**config.mk**
```make
export PLATFORM = sky130hd
export DESIGN_NAME = scba_ram
export DESIGN_NICKNAME = d
export VERILOG_FILES = /design/src/rtl/scba_ram.sv
export SDC_FILE = /design/constraint.sdc
export NUM_CORES = 1
export LEC_CHECK = 0
export BUFFER_PORTS_ARGS = -buffer_cell sky130_fd_sc_hd__buf_2
export CORE_MARGIN = 1
export CORE_UTILIZATION = 55
export CTS_CLUSTER_SIZE = 8
export DETAILED_ROUTE_END_ITERATION = 7
export GPL_TIMING_DRIVEN = 0
export HOLD_SLACK_MARGIN = 0.06
export PLACE_DENSITY = 0.79
export SETUP_SLACK_MARGIN = 0.3
export SYNTH_ARGS = -nofsm -noshare
export SYNTH_HDL_FRONTEND = slang
export SYNTH_SLANG_ARGS = --single-unit
export TNS_END_PERCENT = 30
```
**constraint.sdc**
```tcl
create_clock -name clk -period 1.88 [get_ports clk]
set_clock_uncertainty 0.15 [all_clocks]
set_input_delay 0 -clock clk [delete_from_list [all_inputs] [get_ports clk]]
set_output_delay 0 -clock clk [all_outputs]
set_load 0.02 [all_outputs]
```
**src/rtl/scba_ram.sv**
```systemverilog
// Generic single-port-write, single-port-read RAM with registered read.
module scba_ram #(
  parameter int unsigned WIDTH = 8,
  parameter int unsigned DEPTH = 16
) (
  input  logic                     clk,
  input  logic                     we,
  input  logic [$clog2(DEPTH)-1:0] waddr,
  input  logic [WIDTH-1:0]         wdata,
  input  logic [$clog2(DEPTH)-1:0] raddr,
  output logic [WIDTH-1:0]         rdata
);
  logic [WIDTH-1:0] mem [DEPTH];

  always_ff @(posedge clk) begin
    if (we) begin
      mem[waddr] <= wdata;
    end
    rdata <= mem[raddr];
  end
endmodule

```
==> impl_metrics.json <==
{
  "status": "finished with violations",
  "violations": "hold timing",
  "cts.sinks": 136,
  "slew_headroom_pct": 17.3,
  "ir_drop_mv": 0.670,
  "fp.dieH_um": 98.7,
  "h-tree-depth": 4,
  "cp_num_buf_inv": 0,
  "diodes": 0,
  "async_flop_share_pct": 0,
  "hp-class": "in -> reg",
  "cts_buffers": 17,
  "rrSetupSlack_ps": 320,
  "cp_num_cells": 3,
  "fin_area_mm2": 0.00616,
  "cp.required_ps": 2130,
  "gp_congestion": 0.756,
  "cts_buffer_depth": 2,
  "globalRouteTotalUtil_pct": 23.1,
  "rsz0062_at_grt": "yes",
  "crit_family": "multiplexers",
  "drt-vias-per-instance": 6.20,
  "nNetsFinal": 304,
  "reg2reg_from": "mem[5][1]",
  "drv_slew": 0,
  "wirelength_um": 10100,
  "grt_pass1_vias": 2482,
  "setup_tns_ps": 0,
  "synth_top_cell_by_area": "edfxtp_1",
  "total_power_mw": 7.09,
  "rr_worst_depth": 3,
  "worstPathArrival_ps": 1810,
  "drive_above_1_share_pct": 29.1,
  "drtAntennaViolNets": 0,
  "synth_compound_area_share_pct": 2.33,
  "crit_path_start": "mem[5][1]",
  "synth_seq_cells": 136,
  "worstReg2RegEnd": "rdata[1]",
  "initialDrtViolationCount": 266,
  "synth_edf_count": 128,
  "cp-endpoint": "rdata[1]",
  "dr.pass1.iters": 4,
  "die-area_mm2": 0.00975,
  "syn_area_mm2": 0.00515,
  "core_mm2": 0.00889,
  "syn_inst": 229,
  "wl_per_cell_um": 24.7,
  "period_share_pct": 83.2,
  "synth_area_leaders": "edfxtp_1 (75%), mux4_2 (7.9%), mux4_1 (7.1%)",
  "max_freq_mhz": 639,
  "startpoint_type": "flop",
  "ys.flop_type": "edfxtp_1",
  "slowest_stage": "mux4_1",
  "setup_viol": 0,
  "critPathCaptureType": "flop",
  "cts_tree": "done",
  "synthSimpleGateAreaFrac_pct": 3.18,
  "overflow": 0,
  "antenna_found_initial": 0,
  "power_density_mw_per_mm2": 1150,
  "synthAdderAreaFrac_pct": 0,
  "critPathMaxFanout": 1,
  "synth_top_family_by_area": "multiplexers",
  "synth_xor_area_share_pct": 0,
  "hold_violations": 34,
  "grt_max_degree": 17,
  "vias": 2523,
  "period_minus_slack_ps": 1560,
  "row_count": 34,
  "die_w_um": 98.7,
  "ioPinCount": 26,
  "clock-root-buffer": "clkbuf_8",
  "clk_pin_slew_ps": 60,
  "synth_nets": 247,
  "clock_latency_ps": 520,
  "post-route-drc-count": 0,
  "drv_cap": 0,
  "ys_seq_area_share_pct": 77.8,
  "syn_avg_cell_area_um2": 22.5,
  "leakage_nw": 2.10,
  "ys_warn_count": 0,
  "dp_hpwl_um": 5830,
  "area_delta_synth_final_pct": 19.6,
  "cp_cell_sequence": "mux4_1 -> a22oi_1 -> nand2_1",
  "hold_slack_ps": -149,
  "yosysTopAreaCellShare_pct": 74.7,
  "worstMarginPinSlew_ps": 1230,
  "ys_types": 19,
  "muxShareOfSynthArea_pct": 15.0,
  "dpl-instance-area_mm2": 0.00541,
  "start_util_pct": 57.9,
  "port_buffers": 24,
  "crit_path_max_incr_delay_ps": 580,
  "worstSetupPathType": "reg -> reg",
  "grt_pass1_wl_um": 15100
}
==> placed cells by master (no fill, tap or decap), drive strengths merged <==
master and n:
a22oi 16, and2 1, and2b 1, buf 31
bufinv 3, clkbuf 18, clkdlybuf4s25 3, clkinv 6
clkinvlp 2, dfxtp 8, dlygate4sd3 13, dlymetal6s4s 1
edfxtp 128, inv 3, mux4 32, nand2 9
nand2b 2, nand3 1, nand3b 2, nor2 13
nor2b 1, nor3 4, or3b 1
==> report_power, final <==
group,internal (mW),total (mW),switching [mW]
logic,0.155,0.369,0.214
registers,3.39,3.41,0.0170
clock network,2.06,3.31,1.25
total,5.61,7.09,1.48
==> what timing repair did <==
item / in CTS / in global routing
endpoints found under the hold margin: 259 / 102
hold buffers: 13 / 1
setup endpoints to repair: 0 / 13
resized for setup: 0 / 2
setup buffers: 0 / 0
==> worst min path at each step <==
stage                   from         to  cells past startpoint
global route        waddr[0]  mem[0][6]                      2
global placement    wdata[5]  mem[6][5]                      1
CTS                 waddr[0]  mem[0][6]                      2
finish              waddr[0]  mem[0][6]                      2
floorplan           wdata[0]  mem[0][0]                      0
detailed placement  wdata[6]  mem[7][6]                      1
==> flip-flops by register name (all words and copies together), names as in the netlist <==
signal and count:
mem 128, rdata 8
==> through the flow <==
stage               hold slack (ps)  setup WS (ps)  std cells  utilization, %
detailed placement              259          -28.5        361            60.8
floorplan                     -51.1            464        229               -
global route                   -165            286        407            69.2
global placement                240          -10.9        361            60.8
finish                         -149            315        407            69.2
CTS                            -186            316        406            69.0
==> cells by family (layout without fill, tap and decap cells) <==
group / count (synthesis) / in the layout
buffers and inverters: 10 / 80
DFF: 136 / 136
AOI/OAI and AO/OA: 16 / 16
and+or+nand+nor: 35 / 35
muxes: 32 / 32
==> per-layer routing <==
metal	vias to the layer above	global-route usage (%)	part of all wire, %
li1	1089	-	-
met1	1309	33.0	43
met2	117	33.8	49
met3	8	6.67	6.1
met4	0	10.6	1.9
met5	-	0	0
==> synth_stat cells (2+ instances only) <==
| cell | n |
|---|---|
| a22oi_1 | 16 |
| buf_2 | 3 |
| buf_6 | 3 |
| clkdlybuf4s25_2 | 3 |
| dfxtp_1 | 8 |
| edfxtp_1 | 128 |
| mux4_1 | 14 |
| mux4_2 | 18 |
| nand2_1 | 9 |
| nand2b_1 | 2 |
| nand3b_1 | 2 |
| nor2_1 | 13 |
| nor3_1 | 4 |
==> cell type report <==
class | count | area (µm²)
Buffer | 10 | 86.3
Multi-Input combinational cell | 83 | 1070
Fill cell | 525 | 2740
Sequential cell | 136 | 4000
Timing Repair Buffer | 38 | 263
Clock inverter | 14 | 173
Clock buffer | 18 | 428
Tap cell | 108 | 135
Note: power is estimated with default switching activity, not from simulation.
